**config.mk**
```make
export PLATFORM = sky130hd
export DESIGN_NAME = tensor_notation_base64_parser_unit
export DESIGN_NICKNAME = d
export VERILOG_FILES = /design/src/rtl/tnb64_pkg.sv /design/src/rtl/tnb64_char_class.sv /design/src/rtl/tnb64_parser.sv /design/src/rtl/tensor_notation_base64_parser_unit.sv
export SDC_FILE = /design/constraint.sdc
export NUM_CORES = 1
export LEC_CHECK = 0
export BUFFER_PORTS_ARGS = -buffer_cell sky130_fd_sc_hd__buf_2
export CAP_MARGIN = 20
export CORE_MARGIN = 8
export CORE_UTILIZATION = 53
export DETAILED_ROUTE_END_ITERATION = 10
export GPL_ROUTABILITY_DRIVEN = 0
export PLACE_DENSITY = 0.76
export SLEW_MARGIN = 20
export SYNTH_ARGS = -nofsm -noshare
export SYNTH_HDL_FRONTEND = slang
export SYNTH_SLANG_ARGS = --single-unit
```
**constraint.sdc**
```tcl
create_clock -name aclk -period 4.4 [get_ports aclk]
set_input_delay 0.88 -clock aclk [delete_from_list [all_inputs] [get_ports aclk]]
set_output_delay 0.88 -clock aclk [all_outputs]
set_load 0.05 [all_outputs]
```
**src/rtl/tnb64_pkg.sv**
```systemverilog
// Package for the base64 tensor notation parser: character codes, event and error codes,
// and the structs passed between the classifier, the parser core and the top level.
// It has no dependencies.
package tnb64_pkg;

    localparam logic [7:0] CHAR_NUL       = 8'h00;
    localparam logic [7:0] CHAR_TAB       = 8'h09;
    localparam logic [7:0] CHAR_LF        = 8'h0A;
    localparam logic [7:0] CHAR_CR        = 8'h0D;
    localparam logic [7:0] CHAR_SPACE     = 8'h20;
    localparam logic [7:0] CHAR_QUOTE     = 8'h22;
    localparam logic [7:0] CHAR_PLUS      = 8'h2B;
    localparam logic [7:0] CHAR_COMMA     = 8'h2C;
    localparam logic [7:0] CHAR_SLASH     = 8'h2F;
    localparam logic [7:0] CHAR_DIGIT_0   = 8'h30;
    localparam logic [7:0] CHAR_DIGIT_9   = 8'h39;
    localparam logic [7:0] CHAR_COLON     = 8'h3A;
    localparam logic [7:0] CHAR_SEMICOLON = 8'h3B;
    localparam logic [7:0] CHAR_EQUALS    = 8'h3D;
    localparam logic [7:0] CHAR_UPPER_A   = 8'h41;
    localparam logic [7:0] CHAR_UPPER_Z   = 8'h5A;
    localparam logic [7:0] CHAR_BACKSLASH = 8'h5C;
    localparam logic [7:0] CHAR_LOWER_A   = 8'h61;
    localparam logic [7:0] CHAR_LOWER_Z   = 8'h7A;
    localparam logic [7:0] CHAR_OPEN      = 8'h7B;
    localparam logic [7:0] CHAR_CLOSE     = 8'h7D;

    localparam logic [3:0] EV_NONE        = 4'd0;
    localparam logic [3:0] EV_NAME_CHAR   = 4'd1;
    localparam logic [3:0] EV_NAME_END    = 4'd2;
    localparam logic [3:0] EV_DIMS_BYTES  = 4'd3;
    localparam logic [3:0] EV_DIMS_END    = 4'd4;
    localparam logic [3:0] EV_VALUE_BYTES = 4'd5;
    localparam logic [3:0] EV_TENSOR_END  = 4'd6;
    localparam logic [3:0] EV_SUCCESS     = 4'd7;
    localparam logic [3:0] EV_ERROR       = 4'd8;

    localparam logic [1:0] ERR_NONE       = 2'd0;
    localparam logic [1:0] ERR_UNEXPECTED = 2'd1;
    localparam logic [1:0] ERR_LENGTH     = 2'd2;
    localparam logic [1:0] ERR_PADDING    = 2'd3;

    localparam logic [15:0] REPORT_MAX    = 16'hFFFF;

    typedef struct packed {
        logic       is_ws;
        logic       is_b64;
        logic       is_pad;
        logic [5:0] sextet;
    } char_class_t;

    typedef struct packed {
        logic [3:0]  event_kind;
        logic [7:0]  name_char;
        logic [7:0]  byte_zero;
        logic [7:0]  byte_one;
        logic [7:0]  byte_two;
        logic [1:0]  byte_count;
        logic [1:0]  fault_code;
        logic [15:0] line_number;
        logic [15:0] column_number;
    } result_t;

endpackage

```
**src/rtl/tnb64_char_class.sv**
```systemverilog
// Character classifier: whitespace test and base64 digit decode for one character.
// Depends on tnb64_pkg.
module tnb64_char_class (
    input  logic [7:0]             char_byte,
    output tnb64_pkg::char_class_t cls
);
    import tnb64_pkg::*;

    always_comb begin
        cls.is_ws  = (char_byte == CHAR_SPACE) || (char_byte == CHAR_TAB) ||
                     (char_byte == CHAR_CR) || (char_byte == CHAR_LF);
        cls.is_pad = (char_byte == CHAR_EQUALS);
        cls.is_b64 = 1'b1;
        cls.sextet = 6'd0;
        if (char_byte >= CHAR_UPPER_A && char_byte <= CHAR_UPPER_Z) begin
            cls.sextet = 6'(char_byte - CHAR_UPPER_A);
        end else if (char_byte >= CHAR_LOWER_A && char_byte <= CHAR_LOWER_Z) begin
            cls.sextet = 6'(char_byte - CHAR_LOWER_A + 8'd26);
        end else if (char_byte >= CHAR_DIGIT_0 && char_byte <= CHAR_DIGIT_9) begin
            cls.sextet = 6'(char_byte - CHAR_DIGIT_0 + 8'd52);
        end else if (char_byte == CHAR_PLUS) begin
            cls.sextet = 6'd62;
        end else if (char_byte == CHAR_SLASH) begin
            cls.sextet = 6'd63;
        end else if (!cls.is_pad) begin
            cls.is_b64 = 1'b0;
        end
    end

endmodule

```
**src/rtl/tnb64_parser.sv**
```systemverilog
// Parser core: phase state machine, base64 group assembly and position tracking.
// Depends on tnb64_pkg and tnb64_char_class.
module tnb64_parser #(
    parameter int POS_WIDTH = 16
) (
    input  logic                 aclk,
    input  logic                 aresetn,
    input  logic                 step_en,
    input  logic [7:0]           char_byte,
    input  logic                 start_req,
    output tnb64_pkg::result_t   result
);
    import tnb64_pkg::*;

    localparam logic [2:0] PH_OPEN         = 3'd0;
    localparam logic [2:0] PH_LIST         = 3'd1;
    localparam logic [2:0] PH_AFTER_TENSOR = 3'd2;
    localparam logic [2:0] PH_NAME         = 3'd3;
    localparam logic [2:0] PH_AFTER_NAME   = 3'd4;
    localparam logic [2:0] PH_AFTER_COLON  = 3'd5;
    localparam logic [2:0] PH_DIMS         = 3'd6;
    localparam logic [2:0] PH_VALUES       = 3'd7;

    localparam logic [POS_WIDTH-1:0] POS_ONE = POS_WIDTH'(1);
    localparam logic [POS_WIDTH-1:0] POS_MAX = {POS_WIDTH{1'b1}};

    char_class_t cls;

    logic [2:0]           phase_reg, phase_next, phase_cur;
    logic                 esc_reg, esc_next, esc_cur;
    logic [1:0]           gpos_reg, gpos_next, gpos_cur;
    logic [17:0]          bits_reg, bits_next, bits_cur;
    logic [1:0]           pad_reg, pad_next, pad_cur;
    logic [POS_WIDTH-1:0] line_reg, line_next, line_cur;
    logic [POS_WIDTH-1:0] col_reg, col_next, col_cur;
    logic                 done_reg, done_next, done_cur;
    logic                 err_reg, err_next, err_cur;

    logic        fail_en;
    logic [1:0]  fail_code;
    logic        list_mode;
    logic        after_tensor;
    logic [5:0]  digit;
    logic [23:0] full;
    logic [31:0] line_wide;
    logic [31:0] col_wide;

    tnb64_char_class u_class (
        .char_byte (char_byte),
        .cls       (cls)
    );

    always_comb begin
        phase_cur = start_req ? PH_OPEN : phase_reg;
        esc_cur   = start_req ? 1'b0 : esc_reg;
        gpos_cur  = start_req ? 2'd0 : gpos_reg;
        bits_cur  = start_req ? 18'd0 : bits_reg;
        pad_cur   = start_req ? 2'd0 : pad_reg;
        line_cur  = start_req ? POS_ONE : line_reg;
        col_cur   = start_req ? POS_ONE : col_reg;
        done_cur  = start_req ? 1'b0 : done_reg;
        err_cur   = start_req ? 1'b0 : err_reg;
    end

    assign digit     = cls.is_pad ? 6'd0 : cls.sextet;
    assign full      = {bits_cur, digit};
    assign line_wide = 32'(line_cur);
    assign col_wide  = 32'(col_cur);

    always_comb begin
        phase_next   = phase_cur;
        esc_next     = esc_cur;
        gpos_next    = gpos_cur;
        bits_next    = bits_cur;
        pad_next     = pad_cur;
        line_next    = line_cur;
        col_next     = col_cur;
        done_next    = done_cur;
        err_next     = err_cur;
        result       = '0;
        fail_en      = 1'b0;
        fail_code    = ERR_NONE;
        list_mode    = 1'b0;
        after_tensor = 1'b0;

        if (!done_cur && !err_cur) begin
            unique case (phase_cur)
                PH_OPEN: begin
                    if (char_byte == CHAR_NUL && line_cur == POS_ONE && col_cur == POS_ONE) begin
                        done_next         = 1'b1;
                        result.event_kind = EV_SUCCESS;
                    end else if (char_byte == CHAR_OPEN) begin
                        phase_next = PH_LIST;
                    end else if (!cls.is_ws) begin
                        fail_en   = 1'b1;
                        fail_code = ERR_UNEXPECTED;
                    end
                end
                PH_LIST: begin
                    list_mode = 1'b1;
                end
                PH_AFTER_TENSOR: begin
                    list_mode    = 1'b1;
                    after_tensor = 1'b1;
                end
                PH_NAME: begin
                    if (char_byte == CHAR_NUL) begin
                        fail_en   = 1'b1;
                        fail_code = ERR_UNEXPECTED;
                    end else if (char_byte == CHAR_QUOTE && !esc_cur) begin
                        result.event_kind = EV_NAME_END;
                        phase_next        = PH_AFTER_NAME;
                    end else begin
                        result.event_kind = EV_NAME_CHAR;
                        result.name_char  = char_byte;
                        esc_next          = !esc_cur && (char_byte == CHAR_BACKSLASH);
                    end
                end
                PH_AFTER_NAME: begin
                    if (char_byte == CHAR_COLON) begin
                        phase_next = PH_AFTER_COLON;
                    end else if (!cls.is_ws) begin
                        fail_en   = 1'b1;
                        fail_code = ERR_UNEXPECTED;
                    end
                end
                PH_AFTER_COLON: begin
                    if (char_byte == CHAR_QUOTE) begin
                        phase_next = PH_DIMS;
                        gpos_next  = 2'd0;
                        bits_next  = 18'd0;
                        pad_next   = 2'd0;
                    end else if (!cls.is_ws) begin
                        fail_en   = 1'b1;
                        fail_code = ERR_UNEXPECTED;
                    end
                end
                PH_DIMS, PH_VALUES: begin
                    if (!cls.is_b64) begin
                        if (gpos_cur != 2'd0) begin
                            fail_en   = 1'b1;
                            fail_code = ERR_LENGTH;
                        end else if (phase_cur == PH_DIMS && char_byte == CHAR_SEMICOLON) begin
                            result.event_kind = EV_DIMS_END;
                            phase_next        = PH_VALUES;
                            bits_next         = 18'd0;
                            pad_next          = 2'd0;
                        end else if (phase_cur == PH_VALUES && char_byte == CHAR_QUOTE) begin
                            result.event_kind = EV_TENSOR_END;
                            phase_next        = PH_AFTER_TENSOR;
                        end else begin
                            fail_en   = 1'b1;
                            fail_code = ERR_UNEXPECTED;
                        end
                    end else if (cls.is_pad && gpos_cur < 2'd2) begin
                        fail_en   = 1'b1;
                        fail_code = ERR_PADDING;
                    end else if (!cls.is_pad && pad_cur != 2'd0) begin
                        fail_en   = 1'b1;
                        fail_code = ERR_PADDING;
                    end else begin
                        if (cls.is_pad) begin
                            pad_next = pad_cur + 2'd1;
                        end
                        if (gpos_cur != 2'd3) begin
                            bits_next = {bits_cur[11:0], digit};
                            gpos_next = gpos_cur + 2'd1;
                        end else begin
                            // A completed group: the pad count sets how many bytes are real.
                            result.event_kind = (phase_cur == PH_DIMS) ? EV_DIMS_BYTES
                                                                       : EV_VALUE_BYTES;
                            result.byte_zero  = full[23:16];
                            result.byte_one   = (pad_next <= 2'd1) ? full[15:8] : 8'd0;
                            result.byte_two   = (pad_next == 2'd0) ? full[7:0] : 8'd0;
                            result.byte_count = 2'd3 - pad_next;
                            gpos_next         = 2'd0;
                            bits_next         = 18'd0;
                        end
                    end
                end
                default: begin
                end
            endcase

            if (list_mode && !cls.is_ws) begin
                if (char_byte == CHAR_CLOSE) begin
                    done_next         = 1'b1;
                    result.event_kind = EV_SUCCESS;
                end else if (char_byte == CHAR_QUOTE) begin
                    phase_next = PH_NAME;
                    esc_next   = 1'b0;
                end else if (char_byte == CHAR_COMMA && after_tensor) begin
                    phase_next = PH_LIST;
                end else begin
                    fail_en   = 1'b1;
                    fail_code = ERR_UNEXPECTED;
                end
            end

            if (fail_en) begin
                err_next             = 1'b1;
                result.event_kind    = EV_ERROR;
                result.fault_code    = fail_code;
                result.line_number   = (line_wide > 32'(REPORT_MAX)) ? REPORT_MAX
                                                                     : line_wide[15:0];
                result.column_number = (col_wide > 32'(REPORT_MAX)) ? REPORT_MAX
                                                                    : col_wide[15:0];
            end

            if (char_byte == CHAR_LF) begin
                if (line_cur != POS_MAX) begin
                    line_next = line_cur + POS_ONE;
                end
                col_next = POS_ONE;
            end else if (col_cur != POS_MAX) begin
                col_next = col_cur + POS_ONE;
            end
        end
    end

    always_ff @(posedge aclk) begin
        if (!aresetn) begin
            phase_reg <= PH_OPEN;
            esc_reg   <= 1'b0;
            gpos_reg  <= 2'd0;
            bits_reg  <= 18'd0;
            pad_reg   <= 2'd0;
            line_reg  <= POS_ONE;
            col_reg   <= POS_ONE;
            done_reg  <= 1'b0;
            err_reg   <= 1'b0;
        end else if (step_en) begin
            phase_reg <= phase_next;
            esc_reg   <= esc_next;
            gpos_reg  <= gpos_next;
            bits_reg  <= bits_next;
            pad_reg   <= pad_next;
            line_reg  <= line_next;
            col_reg   <= col_next;
            done_reg  <= done_next;
            err_reg   <= err_next;
        end
    end

endmodule

```
**src/rtl/tensor_notation_base64_parser_unit.sv**
```systemverilog
// Top level of the base64 tensor notation parser: input register, parser core, result register.
// Depends on tnb64_pkg and tnb64_parser.
//
// One character enters per request and one result leaves for each, in order. A character sits
// in the input register, passes the parser's state update, and lands in the result register
// when the parser steps, so m_valid rises once the input register has handed its character to
// the result register. The sustained rate is one character per cycle while m_ready stays high.
// Each of the two registers holds one request, so one more character is still taken while a
// result waits for m_ready.
// After success (the closing brace, or NUL as the first character) or the first error every
// result reports no event until a request arrives with s_start_req set. Error line and column
// saturate at 2^POS_WIDTH-1 internally and are reported capped at 65535.
module tensor_notation_base64_parser_unit #(
    parameter int POS_WIDTH = 16
) (
    input  logic        aclk,
    input  logic        aresetn,
    input  logic        s_valid,
    output logic        s_ready,
    input  logic [7:0]  s_char_byte,
    input  logic        s_start_req,
    output logic        m_valid,
    input  logic        m_ready,
    output logic [3:0]  m_event_kind,
    output logic [7:0]  m_name_char,
    output logic [7:0]  m_byte_zero,
    output logic [7:0]  m_byte_one,
    output logic [7:0]  m_byte_two,
    output logic [1:0]  m_byte_count,
    output logic [1:0]  m_fault_code,
    output logic [15:0] m_line_number,
    output logic [15:0] m_column_number
);
    import tnb64_pkg::*;

    logic       in_valid_reg;
    logic [7:0] in_char_reg;
    logic       in_start_reg;
    logic       out_valid_reg;
    result_t    out_reg;
    result_t    step_result;
    logic       advance;

    assign advance = in_valid_reg && (!out_valid_reg || m_ready);
    assign s_ready = !in_valid_reg || advance;

    tnb64_parser #(
        .POS_WIDTH (POS_WIDTH)
    ) u_parser (
        .aclk      (aclk),
        .aresetn   (aresetn),
        .step_en   (advance),
        .char_byte (in_char_reg),
        .start_req (in_start_reg),
        .result    (step_result)
    );

    always_ff @(posedge aclk) begin
        if (!aresetn) begin
            in_valid_reg <= 1'b0;
        end else if (s_ready) begin
            in_valid_reg <= s_valid;
        end
    end

    always_ff @(posedge aclk) begin
        if (s_valid && s_ready) begin
            in_char_reg  <= s_char_byte;
            in_start_reg <= s_start_req;
        end
    end

    always_ff @(posedge aclk) begin
        if (!aresetn) begin
            out_valid_reg <= 1'b0;
        end else if (advance) begin
            out_valid_reg <= 1'b1;
        end else if (m_ready) begin
            out_valid_reg <= 1'b0;
        end
    end

    always_ff @(posedge aclk) begin
        if (advance) begin
            out_reg <= step_result;
        end
    end

    assign m_valid         = out_valid_reg;
    assign m_event_kind    = out_reg.event_kind;
    assign m_name_char     = out_reg.name_char;
    assign m_byte_zero     = out_reg.byte_zero;
    assign m_byte_one      = out_reg.byte_one;
    assign m_byte_two      = out_reg.byte_two;
    assign m_byte_count    = out_reg.byte_count;
    assign m_fault_code    = out_reg.fault_code;
    assign m_line_number   = out_reg.line_number;
    assign m_column_number = out_reg.column_number;

`ifndef SYNTHESIS
    assert property (@(posedge aclk) disable iff (!aresetn)
        in_valid_reg && !advance |=> in_valid_reg && $stable(in_char_reg))
        else $error("Held input request changed before it was parsed.");

    assert property (@(posedge aclk) disable iff (!aresetn)
        m_valid && m_event_kind == EV_ERROR |->
            m_fault_code != ERR_NONE && m_line_number != 16'd0 && m_column_number != 16'd0)
        else $error("Error result without code or position.");

    assert property (@(posedge aclk) disable iff (!aresetn)
        m_valid && (m_event_kind == EV_DIMS_BYTES || m_event_kind == EV_VALUE_BYTES) |->
            m_byte_count != 2'd0)
        else $error("Decoded group reports no bytes.");

    assert property (@(posedge aclk) disable iff (!aresetn)
        m_valid && m_event_kind != EV_ERROR |->
            m_fault_code == ERR_NONE && m_line_number == 16'd0)
        else $error("Error fields set on a result that is not an error.");
`endif

endmodule
```
==> Word level (Yosys, flattened, before mapping) <==
Index checks and enable logic that the tools add are counted.
{ "totals": {"inputBits": 13, "elab_cells": 263, "out_inout_bits": 74, "reg_bits": 143} }
{ "op_classes": {"n_eq_ne": 26, "n_reduce_logical": 42, "order_cmp": 10, "bitwise_logic": 6, "addsub": 10, "muxes": 146} }
{ "ops": {"columns": ["op", "n"], "rows": [
  ["$mux 18", 9],
  ["$mux 16", 10],
  ["$mux 2", 35],
  ["$eq 8x6->1 const B", 8],
  ["$mux 3", 19],
  ["$mux 1", 49],
  ["$mux 4", 9],
  ["$mux 6", 6],
  ["$pmux 18 s2", 1],
  ["$add 16x1->16 const B", 2],
  ["$eq 16x1->1 const B", 2],
  ["$gt 16x16->1 const B", 2],
  ["$ne 16x16->1 const B", 2],
  ["$eq 8x4->1 const B", 3],
  ["$eq 8x7->1 const B", 3],
  ["$ge 8x7->1 const B", 2],
  ["$le 8x7->1 const B", 2],
  ["$logic_and 1x1->1", 16],
  ["$pmux 3 s5", 1],
  ["$reduce_or 7->1", 2],
  ["$eq 3x3->1 const B", 4],
  ["$pmux 4 s3", 1],
  ["$sub 6x6->6 const B", 2],
  ["$mux 10", 1],
  ["27 further kinds", 49]
]} }

==> Longest topological paths before layout <==
Gate-level depths: netlist of the first run.
{ "depth": {"ltp_word": 16, "mapped_depth": 15} }

==> Hierarchy <==
Synthesis of the first run repeated with hierarchy kept, for this count alone.
{ "hier_totals": {"cells_unflattened": 758, "hier_area_um2": 7629.8} }
{ "modules_own_cells": {"columns": ["module", "n_inst", "seq_area_each_um2", "cells_each", "area_each_um2"], "rows": [
  ["tnb64_parser", 1, 1201.2, 587, 4519.3],
  ["tensor_notation_base64_parser_unit", 1, 2472.4, 90, 2536.2],
  ["tnb64_char_class", 1, 0.0, 81, 574.3]
]} }

==> Worst setup path after synthesis of the first run <==
No wires, ideal clock.
{ "synth_timing": {"path_kind": "input to register", "from": "in m_ready", "to": "reg u_parser.col_reg[8]", "stages": 9, "path_buffers": 3, "arrival_ns": 4.352, "path_slack_ns": -0.079, "setup_ns": 0.128, "cell_sequence": "nor2b_1 nand2b_1 clkbuf_1 inv_1 clkbuf_1 clkbuf_1 o21ai_0 a22oi_1 nor2_1"} }
{ "synth_between": {"elab_chain_len": 2} }
{ "synth_rtl": {"columns": ["element", "line", "rtl"], "rows": [
  ["start, declared", "tensor_notation_base64_parser_unit.sv:23", "input logic m_ready,"],
  ["$logic_or 1x1->1", "tensor_notation_base64_parser_unit.sv:44", "assign advance = in_valid_reg && (!out_valid_reg || m_ready);"],
  ["$logic_and 1x1->1", "tensor_notation_base64_parser_unit.sv:44", null],
  ["via advance", "tensor_notation_base64_parser_unit.sv:42", "logic advance;"],
  ["end signal, assigned", "tnb64_parser.sv:239", "col_reg <= col_next;"],
  ["end, declared", "tnb64_parser.sv:35", "logic [POS_WIDTH-1:0] col_reg, col_next, col_cur;"]
]} }
The timed path passes the listed nets, and every way through them passes these cells.
A chain may end at the register's enable or synchronous reset.

==> Worst setup path after layout of the first run <==
{ "layout_timing": {"from": "reg in_char_reg[2]", "to": "reg u_parser.bits_reg[15]"} }
{ "layout_between": {"elab_chain_len": 10, "elab_cells_between_ends": 32, "classes_between": "order compare (6); eq/ne (5); mux (14); reduce/logical (7)"} }
{ "layout_rtl": {"columns": ["element", "line", "rtl"], "rows": [
  ["start, declared", "tensor_notation_base64_parser_unit.sv:37", "logic [7:0] in_char_reg;"],
  ["start signal, assigned", "tensor_notation_base64_parser_unit.sv:68", "in_char_reg <= s_char_byte;"],
  ["$eq 8x6->1", "tnb64_char_class.sv:12", "cls.is_pad = (char_byte == CHAR_EQUALS);"],
  ["$mux 1", "tnb64_char_class.sv:25", "end else if (!cls.is_pad) begin"],
  ["$mux 1", "tnb64_char_class.sv:23", "end else if (char_byte == CHAR_SLASH) begin"],
  ["$mux 1", "tnb64_char_class.sv:21", "end else if (char_byte == CHAR_PLUS) begin"],
  ["$mux 1", "tnb64_char_class.sv:19", "end else if (char_byte >= CHAR_DIGIT_0 && char_byte <= CHAR_DIGIT_9) begin"],
  ["$mux 1", "tnb64_char_class.sv:17", "end else if (char_byte >= CHAR_LOWER_A && char_byte <= CHAR_LOWER_Z) begin"],
  ["$mux 1", "tnb64_char_class.sv:15", "if (char_byte >= CHAR_UPPER_A && char_byte <= CHAR_UPPER_Z) begin"],
  ["$mux 18", "tnb64_parser.sv:139", "if (!cls.is_b64) begin"],
  ["$pmux 18 s2 (*)", "tnb64_parser.sv:87", "unique case (phase_cur)"],
  ["$mux 18 (*)", "tnb64_parser.sv:86", "if (!done_cur && !err_cur) begin"],
  ["end signal, assigned", "tnb64_parser.sv:236", "bits_reg <= bits_next;"],
  ["end, declared", "tnb64_parser.sv:32", "logic [17:0] bits_reg, bits_next, bits_cur;"]
]} }
Every way passes the cells marked *; elsewhere a longest branch is shown, timed or not.

==> run_results.csv, run 1 <==
group,metric,value,unit
pwr,p_leak,3.089,nW
synth,synth.most_common_cell,"edfxtp_1",
cells_and_area,layoutNonFillerInstCount,1053,
clock_network,clock_latency,0.43,ns
setup_path,cp_cell_sequence,"inv_1 -> ha_1 -> nand2_1 -> and3_1 -> nor3_2 -> nor4_2 -> buf_4 -> a2111oi_1 -> a31oi_1 -> a21oi_1",
clock_network,cts_tree,"done",
timing,fmax,0.2736,GHz
timing,hold_violations,0,
clock_network,path_clk_slew,0.06,ns
synth,synth-edff-count,81,
route,vias_per_cell,6.359,
cells_and_area,multiInputGateArea,0.003612,mm^2
synth,ys_ff_latch,143,
synth,synth_cells,779,
clock_network,clock_sinks,143,
timing,setup-violations-final,0,
synth,yosys_warnings,0,
pwr,powerDensity,385.0,mW/mm^2
route,drt_wl_total,19.81,mm
clock_network,cts-root-buf,"clkbuf_16",
synth,ys.flop_type,"edfxtp_1",
synth,synth_commonest_cells,"edfxtp_1 (81), nand2_1 (77), dfxtp_1 (62), nor2_1 (61), and2_1 (59)",
synth,async_flop_share,0,
placed_design,postPlaceCellArea,0.008115,mm^2
setup_path,slowest_delay,0.71,ns
clock_network,holdBufCountCts,0,
die,num_rows,43,
route,drt_iter0_drc,868,
placed_design,place_hpwl,13.80,mm
global_routing,grt_pass1_vias,6367,
timing,period_share,0.8307,
die,initial_core_util,0.5416,
synth,synthAdderAreaFrac,0.02663,
placed_design,port_buffers,86,
die,core_area,0.01388,mm^2
synth,synth_nets,808,
synth,synth_compound_area_frac,0.1838,
clock_network,h-tree-depth,4,
timing,tns,0,ns
pwr,ir_drop,0.0001960,V
run,maxCapViolCount,0,
global_routing,antenna_found_initial,0,
hold_path,min-delay-start,"u_parser.bits_reg[16]$_SDFFE_PN0P_",
die,die_height,135.1,um
synth,synth_area_leader_cell,"edfxtp_1",
timing,clock_skew,0.007806,ns
setup_path,worstSetupStartpoint,"in_char_reg[2]$_DFFE_PP_",
timing,final_max_slew_viol_count,0,
global_routing,grt_max_degree,36,
synth,ys_types,81,
synth,ys_top_cells_by_area,"edfxtp_1 (32%), dfxtp_1 (17%), and2_1 (4.9%)",
timing,slew_headroom,0.4410,
setup_path,critPathLaunchType,"register",
cells_and_area,largest_reg_flops,18,
setup_path,end_kind,"register",
die,die-area,0.01825,mm^2
route,vias,6696,
timing,worst_pin_slew,0.8308,ns
synth,netlist_area,0.007517,mm^2
setup_path,worstSetupPathType,"register to register",
cells_and_area,layout.nets,889,
hold_path,hold_path.class,"register to register",
timing,grt_setup_unrepaired,"no",
route,final_antenna_net_count,0,
synth,synth-seq-area-share,0.4887,
synth,syn_avg_cell_area,9.650,um^2
outcome,status,"finished, final reports clean",
cells_and_area,layout-drive-gt1-share,0.1775,
clock_network,cts_setup_buffers,0,
route,drc,0,
setup_path,crit_slowest_cell,"a2111oi_1",
global_routing,grt.total_usage,0.2191,
route,drtPass1Iterations,5,
synth,yosys.area_share.simple,0.2497,
route,wire_per_inst,18.81,um
cells_and_area,fill_cells,1146,
cells_and_area,finalInstanceArea,0.008733,mm^2
die,die_width,135.1,um
synth,synth_top_family_by_area,"simple AND/OR/NAND/NOR gates",
global_routing,grt_pass1_wl,32.20,mm
synth,synth_mux_area_frac,0.001332,
setup_path,crit_fanout,21,
setup_path,rr_startpoint,"in_char_reg[2]$_DFFE_PP_",
synth,synth.top_cell.area_share,0.3236,
placed_design,placed_cells,1021,
timing,period_needed,3.655,ns
cells_and_area,syn_to_final_growth,16.18,%
clock_network,cts_resized,0,
clock_network,cts_buffers,17,
synth,synth_xor_area_frac,0.01748,
setup_path,crit_arrival,4.01,ns
die,io_pins,87,
timing,setup_ws,0.7451,ns
global_routing,grt_overflow,0,
cells_and_area,antenna_cells,0,
cells_and_area,seq_area,0.003674,mm^2
setup_path,cp.required,4.75,ns
placed_design,dpl_worst_slack,0.8545,ns
clock_network,cts_buffer_depth,2,
-- metrics by stage --
step | utilization | hold WS [ns] | power [mW]
2_1_floorplan | - | 0.4249 | 1.777
3_3_place_gp | 0.5846 | 0.4379 | 1.862
3_5_place_dp | 0.5846 | 0.4484 | 1.871
4_1_cts | 0.6292 | 0.4626 | 3.375
5_1_grt | 0.6292 | 0.4875 | 3.463
6_report | 0.6292 | 0.4610 | 3.363
-- metal layers --
metal / vias up / global-route usage / routed length, um
met2: 406 / 0.3318 / 8963
met1: 3140 / 0.2855 / 8314
li1: 3095 / - / -
met3: 55 / 0.06129 / 2026
met5: - / 0 / 0
met4: 0 / 0.09809 / 505
-- report_power, final --
part / switching (mW) / internal [mW] / total [mW] / leakage, nW
Clock: 0.568 / 0.946 / 1.51 / 0.290
Sequential: 0.0298 / 1.45 / 1.48 / 1.23
Combinational: 0.278 / 0.0855 / 0.364 / 1.57
Total: 0.876 / 2.49 / 3.36 / 3.09
-- final timing paths --
path / endpoint / cells after the start / slack, ns
setup / recovery: u_parser.bits_reg[15]$_SDFFE_PN0P_ / 10 / 0.75
hold / removal: u_parser.bits_reg[16]$_SDFFE_PN0P_ / 1 / 0.46
setup reg to reg: u_parser.bits_reg[15]$_SDFFE_PN0P_ / 10 / 0.75
hold reg to reg: u_parser.bits_reg[16]$_SDFFE_PN0P_ / 1 / 0.46
-- area by class of cell --
class / instances / share of cell area
tap: 180 / 0.02579
timing repair buffer: 100 / 0.06132
sequential: 143 / 0.4206
clock buffer: 18 / 0.04914
clock inverter: 14 / 0.02163
inverter: 18 / 0.007880
multi-input combinational: 580 / 0.4136
-- placed cells by master (no fill, tap or decap), types with 6 or more instances in the layout --
| master | count |
|---|---|
| nor3_1 | 21 |
| edfxtp_1 | 81 |
| a21oi_1 | 45 |
| a41oi_1 | 6 |
| nand4_1 | 18 |
| nor2_1 | 61 |
| a21o_1 | 8 |
| inv_1 | 15 |
| clkbuf_16 | 17 |
| o211ai_1 | 6 |
| nand3_1 | 25 |
| and2_1 | 59 |
| dfxtp_1 | 62 |
| or3_1 | 6 |
| buf_2 | 86 |
| o21ai_0 | 51 |
| nand2_1 | 77 |
| xnor2_1 | 10 |
| nor4_1 | 17 |
| a31oi_1 | 9 |
| ha_1 | 16 |
| nand2b_1 | 8 |
| and3_1 | 17 |
| nand3b_1 | 6 |
| buf_4 | 14 |
-- kinds of logic (layout without fill, tap and decap cells) --
| logic type | Yosys count | count (layout) |
|---|---|---|
| AND/OR/NAND/NOR | 350 | 350 |
| flip-flops | 143 | 143 |
| AO/OA/AOI/OAI | 198 | 198 |
| multiplexers | 1 | 1 |
| adder cells (fa/ha/maj) | 16 | 16 |
| buffers and inverters | 56 | 150 |
| XOR/XNOR | 15 | 15 |
-- critical path, delay by kind of cell (launching register included) --
family,cells,cell delay (ns)
buffers and inverters,2,0.48
adder cells (fa/ha/maj),1,0.43
AO/OA/AOI/OAI,3,1.06
flip-flops,1,0.52
AND/OR/NAND/NOR,4,1.10
No activity file was read; power rests on OpenSTA's default activity.
==> inputs of run 2 (changes only) <==
CORE_UTILIZATION = 59   (was 53)
PLACE_DENSITY = 0.8   (was 0.76)
clock period = 3.46 ns   (was 4.4 ns; I/O delays follow)
==> run 2 against run 1 <==
Compared with the run above:
- count of clock-buffer cells in the layout up 3
- routed wire length increased by 4.4%
- combinational power increased by 37%
- final area rose by 2.3%
- core utilization up 8.4 points
- worst setup slack worse by 0.54 ns
- sequential share of layout area down 0.93 points
- sequential power up 27%
- largest cell class unchanged
- highest routed layer unchanged
==> run_results.csv, run 2 (synthesized netlist as in run 1, its figures left out) <==
group,metric,value,unit
placed_design,placed_cells,1035,
global_routing,grt_pass1_wl,33.11,mm
timing,period_share,0.9402,
hold_path,holdPathStages,1,
timing,period_needed,3.253,ns
clock_network,cts-root-buf,"clkbuf_16",
global_routing,grt_max_degree,37,
route,final_antenna_net_count,0,
pwr,ir_drop,0.0002785,V
hold_path,hold_path_end,"in_char_reg[5]$_DFFE_PP_",
cells_and_area,antenna_cells,0,
cells_and_area,post-route-util,0.7135,
outcome,status,"finished, final reports clean",
placed_design,place_hpwl,14.30,mm
pwr,clkPwrFrac,0.429,
timing,fmax,0.3074,GHz
route,drtPass1Iterations,6,
cells_and_area,fill_cells,928,
pwr,seqPwrFrac,0.452,
run,maxCapViolCount,0,
cells_and_area,syn_to_final_growth,18.81,%
global_routing,grt_pass1_vias,6481,
clock_network,cts_tree,"done",
cells_and_area,layoutNonFillerInstCount,1072,
clock_network,holdBufCountCts,0,
clock_network,clock_latency,0.43,ns
global_routing,grt.total_usage,0.2515,
die,die_height,128.9,um
pwr,p_sw_frac,0.2710,
timing,tns,0,ns
pwr,powerDensity,466.6,mW/mm^2
die,die_width,128.9,um
clock_network,cts_buffers,17,
die,num_rows,41,
clock_network,cts_buffer_depth,2,
pwr,pwr-share-comb,0.120,
clock_network,h-tree-depth,4,
setup_path,rr_worst_depth,9,
route,wire_per_inst,19.29,um
die,io_pins,87,
timing,grt_setup_unrepaired,"no",
timing,final_max_slew_viol_count,0,
setup_path,end_kind,"register",
global_routing,grt_overflow,0,
pwr,power.internal,3.038,mW
cells_and_area,layout.nets,916,
hold_path,hold_path.class,"primary input to register",
die,die-area,0.01661,mm^2
setup_path,rr_startpoint,"in_char_reg[2]$_DFFE_PP_",
cells_and_area,layout_commonest_cell,"buf_2",
pwr,switchingPower,1.130,mW
setup_path,cp.required,3.66,ns
setup_path,timing.rr.end,"m_event_kind[2]$_SDFFCE_PP0P_",
global_routing,antenna_found_initial,0,
hold_path,min-delay-start,"s_char_byte[5]",
die,core_area,0.01252,mm^2
pwr,power,4.167,mW
cells_and_area,finalInstanceArea,0.008931,mm^2
timing,hold_violations,0,
setup_path,critPathLaunchType,"register",
cells_and_area,largest_reg_flops,18,
timing,setup-violations-final,0,
clock_network,path_clk_slew,0.06,ns
cells_and_area,layout-drive-gt1-share,0.2144,
setup_path,r2r_setup_slack,0.21,ns
clock_network,clock_sinks,143,
setup_path,crit_fanout,12,
timing,clock_skew,0.005698,ns
route,vias,6981,
route,drt_wl_total,20.68,mm
pwr,p_leak,3.233,nW
route,drc,0,
placed_design,port_buffers,86,
die,initial_core_util,0.6006,
placed_design,postPlaceCellArea,0.008270,mm^2
timing,worst_pin_slew,0.6540,ns
setup_path,crit_arrival,3.45,ns
route,vias_per_cell,6.512,
route,drt_iter0_drc,1300,
timing,slew_headroom,0.5600,
cells_and_area,mostFrequentLayoutCells,"buf_2 (86), edfxtp_1 (81), nand2_1 (77)",
setup_path,worstSetupPathType,"register to register",
run 2: changes by cell type in the layout (fill, tap and decap cells not counted), moves of 2 or more:
| cell | before | now |
|---|---|---|
| a21oi_1 | 45 | 43 |
| a21oi_2 | 0 | 2 |
| buf_4 | 14 | 40 |
| bufinv_16 | 4 | 0 |
| clkbuf_16 | 17 | 20 |
| clkinv_1 | 4 | 1 |
| clkinv_2 | 1 | 6 |
| clkinvlp_4 | 3 | 0 |
| inv_4 | 0 | 2 |
run 2: power by group through the flow:
stage / clock network [mW] / registers [mW] / logic (mW)
2_1_floorplan: 0 / 2.06 / 0.204
4_1_cts: 1.79 / 1.88 / 0.481
6_report: 1.79 / 1.88 / 0.498
3_5_place_dp: 0 / 1.92 / 0.472
5_1_grt: 1.87 / 1.89 / 0.525
3_3_place_gp: 0 / 1.91 / 0.461
run 2: worst max path at each step:
stage / startpoint / cells past startpoint / endpoint / slack [ns]
3_3_place_gp: in_char_reg[2]$_DFFE_PP_ / 9 / m_column_number[11]$_SDFFCE_PN0P_ / 0.12
2_1_floorplan: in_start_reg$_DFFE_PP_ / 15 / u_parser.col_reg[9]$_SDFFE_PN0P_ / 0.14
4_1_cts: in_char_reg[0]$_DFFE_PP_ / 8 / m_column_number[11]$_SDFFCE_PN0P_ / 0.08
6_report: in_char_reg[2]$_DFFE_PP_ / 9 / m_event_kind[2]$_SDFFCE_PP0P_ / 0.21
5_1_grt: in_char_reg[2]$_DFFE_PP_ / 9 / m_event_kind[2]$_SDFFCE_PP0P_ / 0.07
3_5_place_dp: in_char_reg[2]$_DFFE_PP_ / 9 / m_column_number[11]$_SDFFCE_PN0P_ / -0.04
run 2: cell type report:
type,instances,area [um^2],share of cell area
clock buffers,21,514.2,0.05758
multi-input cells,581,3656,0.4094
inverters,18,68.82,0.007705
flip-flops and latches,143,3674,0.4113
well taps,172,215.2,0.02410
clock inverters,11,72.57,0.008126
repair buffers,126,730.7,0.08182
run 2: routing by layer:
| layer | wire, um | up-vias | track usage | share of wire |
|---|---|---|---|---|
| met5 | 0 | - | 0 | 0 |
| met4 | 749 | 0 | 0.1189 | 0.036 |
| met3 | 2221 | 106 | 0.06247 | 0.11 |
| met2 | 9558 | 516 | 0.3922 | 0.46 |
| met1 | 8151 | 3210 | 0.3221 | 0.39 |
| li1 | - | 3149 | - | - |
run 2: metrics by stage:
| stage | hold WS, ns | setup WS (ns) |
|---|---|---|
| after detailed placement | 0.4494 | -0.04455 |
| after floorplan | 0.4249 | 0.1446 |
| after global placement | 0.4384 | 0.1241 |
| after CTS | 0.4259 | 0.07531 |
| after global routing | 0.4256 | 0.06934 |
| final | 0.4300 | 0.2070 |
run 2: timing repair:
| action | CTS | global route |
|---|---|---|
| gates resized for setup | 2 | 6 |
| setup buffers | 0 | 4 |
| pin swaps | 1 | 1 |
| setup endpoints to repair | 26 | 45 |
| cloned | 1 | 0 |
run 2: critical path, stage by stage (launching register included):
cell and delay [ns]:
edfxtp_1 0.54, inv_1 0.25, ha_2 0.34, nand2_1 0.12, and3_1 0.21, or3_1 0.39, a41oi_1 0.31, a311o_2 0.29
nand2_1 0.16, a311oi_1 0.41
==> inputs of run 3 (changes only) <==
PLACE_DENSITY = 0.87   (was 0.8)
==> run 3 against run 2 <==
Compared with the run above:
- count of clock-buffer cells in the layout fell by 4
- critical path depth rose by 1
- sequential share of layout area rose by 0.25 points
- cell count fell by 0.47%
==> run_results.csv, run 3 (synthesized netlist as in run 1, its figures left out) <==
group,metric,value,unit
die,num_rows,41,
global_routing,antenna_found_initial,0,
placed_design,port_buffers,86,
die,core_area,0.01252,mm^2
cells_and_area,largest_reg_flops,18,
cells_and_area,mostFrequentLayoutCells,"buf_2 (86), edfxtp_1 (81), nand2_1 (77)",
pwr,p_leak,3.197,nW
setup_path,slowest_delay,0.52,ns
clock_network,clock_sinks,143,
hold_path,holdPathStages,1,
global_routing,grt_overflow,0,
timing,final_max_slew_viol_count,0,
cells_and_area,layout.nets,911,
setup_path,cp.required,3.75,ns
timing,fmax,0.3012,GHz
die,die_height,128.9,um
placed_design,place_hpwl,13.51,mm
clock_network,cts_buffer_depth,2,
setup_path,cp.buffers_inverters,2,
die,initial_core_util,0.6006,
global_routing,grt_pass1_wl,31.30,mm
setup_path,crit_arrival,3.61,ns
cells_and_area,layoutNonFillerInstCount,1067,
pwr,power,4.206,mW
timing,period_share,0.9596,
placed_design,postPlaceCellArea,0.008270,mm^2
run,maxCapViolCount,0,
global_routing,grt.total_usage,0.2376,
setup_path,crit_slowest_cell,"edfxtp_1",
hold_path,hold_path.class,"primary input to register",
global_routing,grt_max_degree,34,
timing,tns,0,ns
timing,clock_skew,0.008707,ns
cells_and_area,finalInstanceArea,0.008877,mm^2
setup_path,cp_top_family,"compound AO/OA/AOI/OAI gates",
clock_network,path_clk_slew,0.06,ns
clock_network,h-tree-depth,4,
placed_design,placed_cells,1035,
setup_path,worstSetupPathType,"register to register",
timing,worst_pin_slew,0.6844,ns
clock_network,cts-root-buf,"clkbuf_16",
setup_path,end_kind,"register",
die,io_pins,87,
route,drt_iter0_drc,1035,
route,vias,6861,
setup_path,critPathLaunchType,"register",
route,drt_wl_total,19.69,mm
route,wire_per_inst,18.45,um
placed_design,dpl_worst_slack,0.1763,ns
global_routing,grt_pass1_vias,6341,
timing,fin_hold_ws,0.4385,ns
timing,hold_violations,0,
clock_network,clock_latency,0.43,ns
route,drc,0,
pwr,ir_drop,0.0003151,V
route,drtPass1Iterations,9,
cells_and_area,syn_to_final_growth,18.09,%
die,die_width,128.9,um
setup_path,cp_cell_sequence,"inv_1 -> ha_2 -> nand2b_1 -> and4_1 -> a21oi_1 -> a41oi_1 -> a311o_1 -> a211oi_4 -> buf_4 -> and2_1",
timing,slew_headroom,0.5389,
timing,period_needed,3.320,ns
outcome,status,"finished, final reports clean",
pwr,powerDensity,473.8,mW/mm^2
setup_path,rr_worst_depth,10,
timing,setup_ws,0.1398,ns
die,die-area,0.01661,mm^2
cells_and_area,layout_commonest_cell,"buf_2",
setup_path,crit_fanout,17,
clock_network,cts_buffers,17,
cells_and_area,layout-drive-gt1-share,0.2034,
route,final_antenna_net_count,0,
cells_and_area,antenna_cells,0,
cells_and_area,fill_cells,950,
cells_and_area,post-route-util,0.7092,
clock_network,cts_tree,"done",
timing,setup-violations-final,0,
clock_network,cts_setup_buffers,0,
route,vias_per_cell,6.430,
setup_path,cp.depth,10,
[run 3: report_power, final]
| part | switching (mW) | internal, mW | total (mW) |
|---|---|---|---|
| clock | 0.711 | 1.13 | 1.84 |
| combinational | 0.363 | 0.122 | 0.485 |
| sequential | 0.0322 | 1.85 | 1.88 |
[run 3: worst register-to-register path, stage by stage, from the launching register on]
cell and delay (ns):
edfxtp_1 0.52, inv_1 0.20, ha_2 0.31, nand2b_1 0.19
and4_1 0.27, a21oi_1 0.37, a41oi_1 0.24, a311o_1 0.41
a211oi_4 0.29, buf_4 0.24, and2_1 0.16
[run 3: per-layer routing]
metal / GRT usage / vias to the layer above / part of all wire
li1: - / 3134 / -
met1: 0.2998 / 3213 / 0.41
met2: 0.3738 / 437 / 0.46
met3: 0.05751 / 77 / 0.098
met4: 0.1196 / 0 / 0.036
met5: 0 / - / 0
[run 3: final timing paths]
path                                      start                            endpoint  slack, ns
max                    in_char_reg[2]$_DFFE_PP_    m_column_number[6]$_SDFFCE_PN0P_       0.14
min                              s_char_byte[7]            in_char_reg[7]$_DFFE_PP_       0.44
max reg2reg            in_char_reg[2]$_DFFE_PP_    m_column_number[6]$_SDFFCE_PN0P_       0.14
min reg2reg  u_parser.bits_reg[16]$_SDFFE_PN0P_  u_parser.bits_reg[16]$_SDFFE_PN0P_       0.46
[run 3: layout make-up]
type,instances,area [um^2],area share
Clock buffer,17,425.4,0.04792
Clock inverter,15,170.2,0.01917
Inverter,18,68.82,0.007752
Multi-Input combinational cell,580,3623,0.4082
Sequential cell,143,3674,0.4138
Tap cell,172,215.2,0.02424
Timing Repair Buffer,122,700.7,0.07893
[run 3: what timing repair did]
action	in CTS	in global routing
hold buffers	0	0
endpoints found under the setup margin	0	48
gates resized for setup	0	3
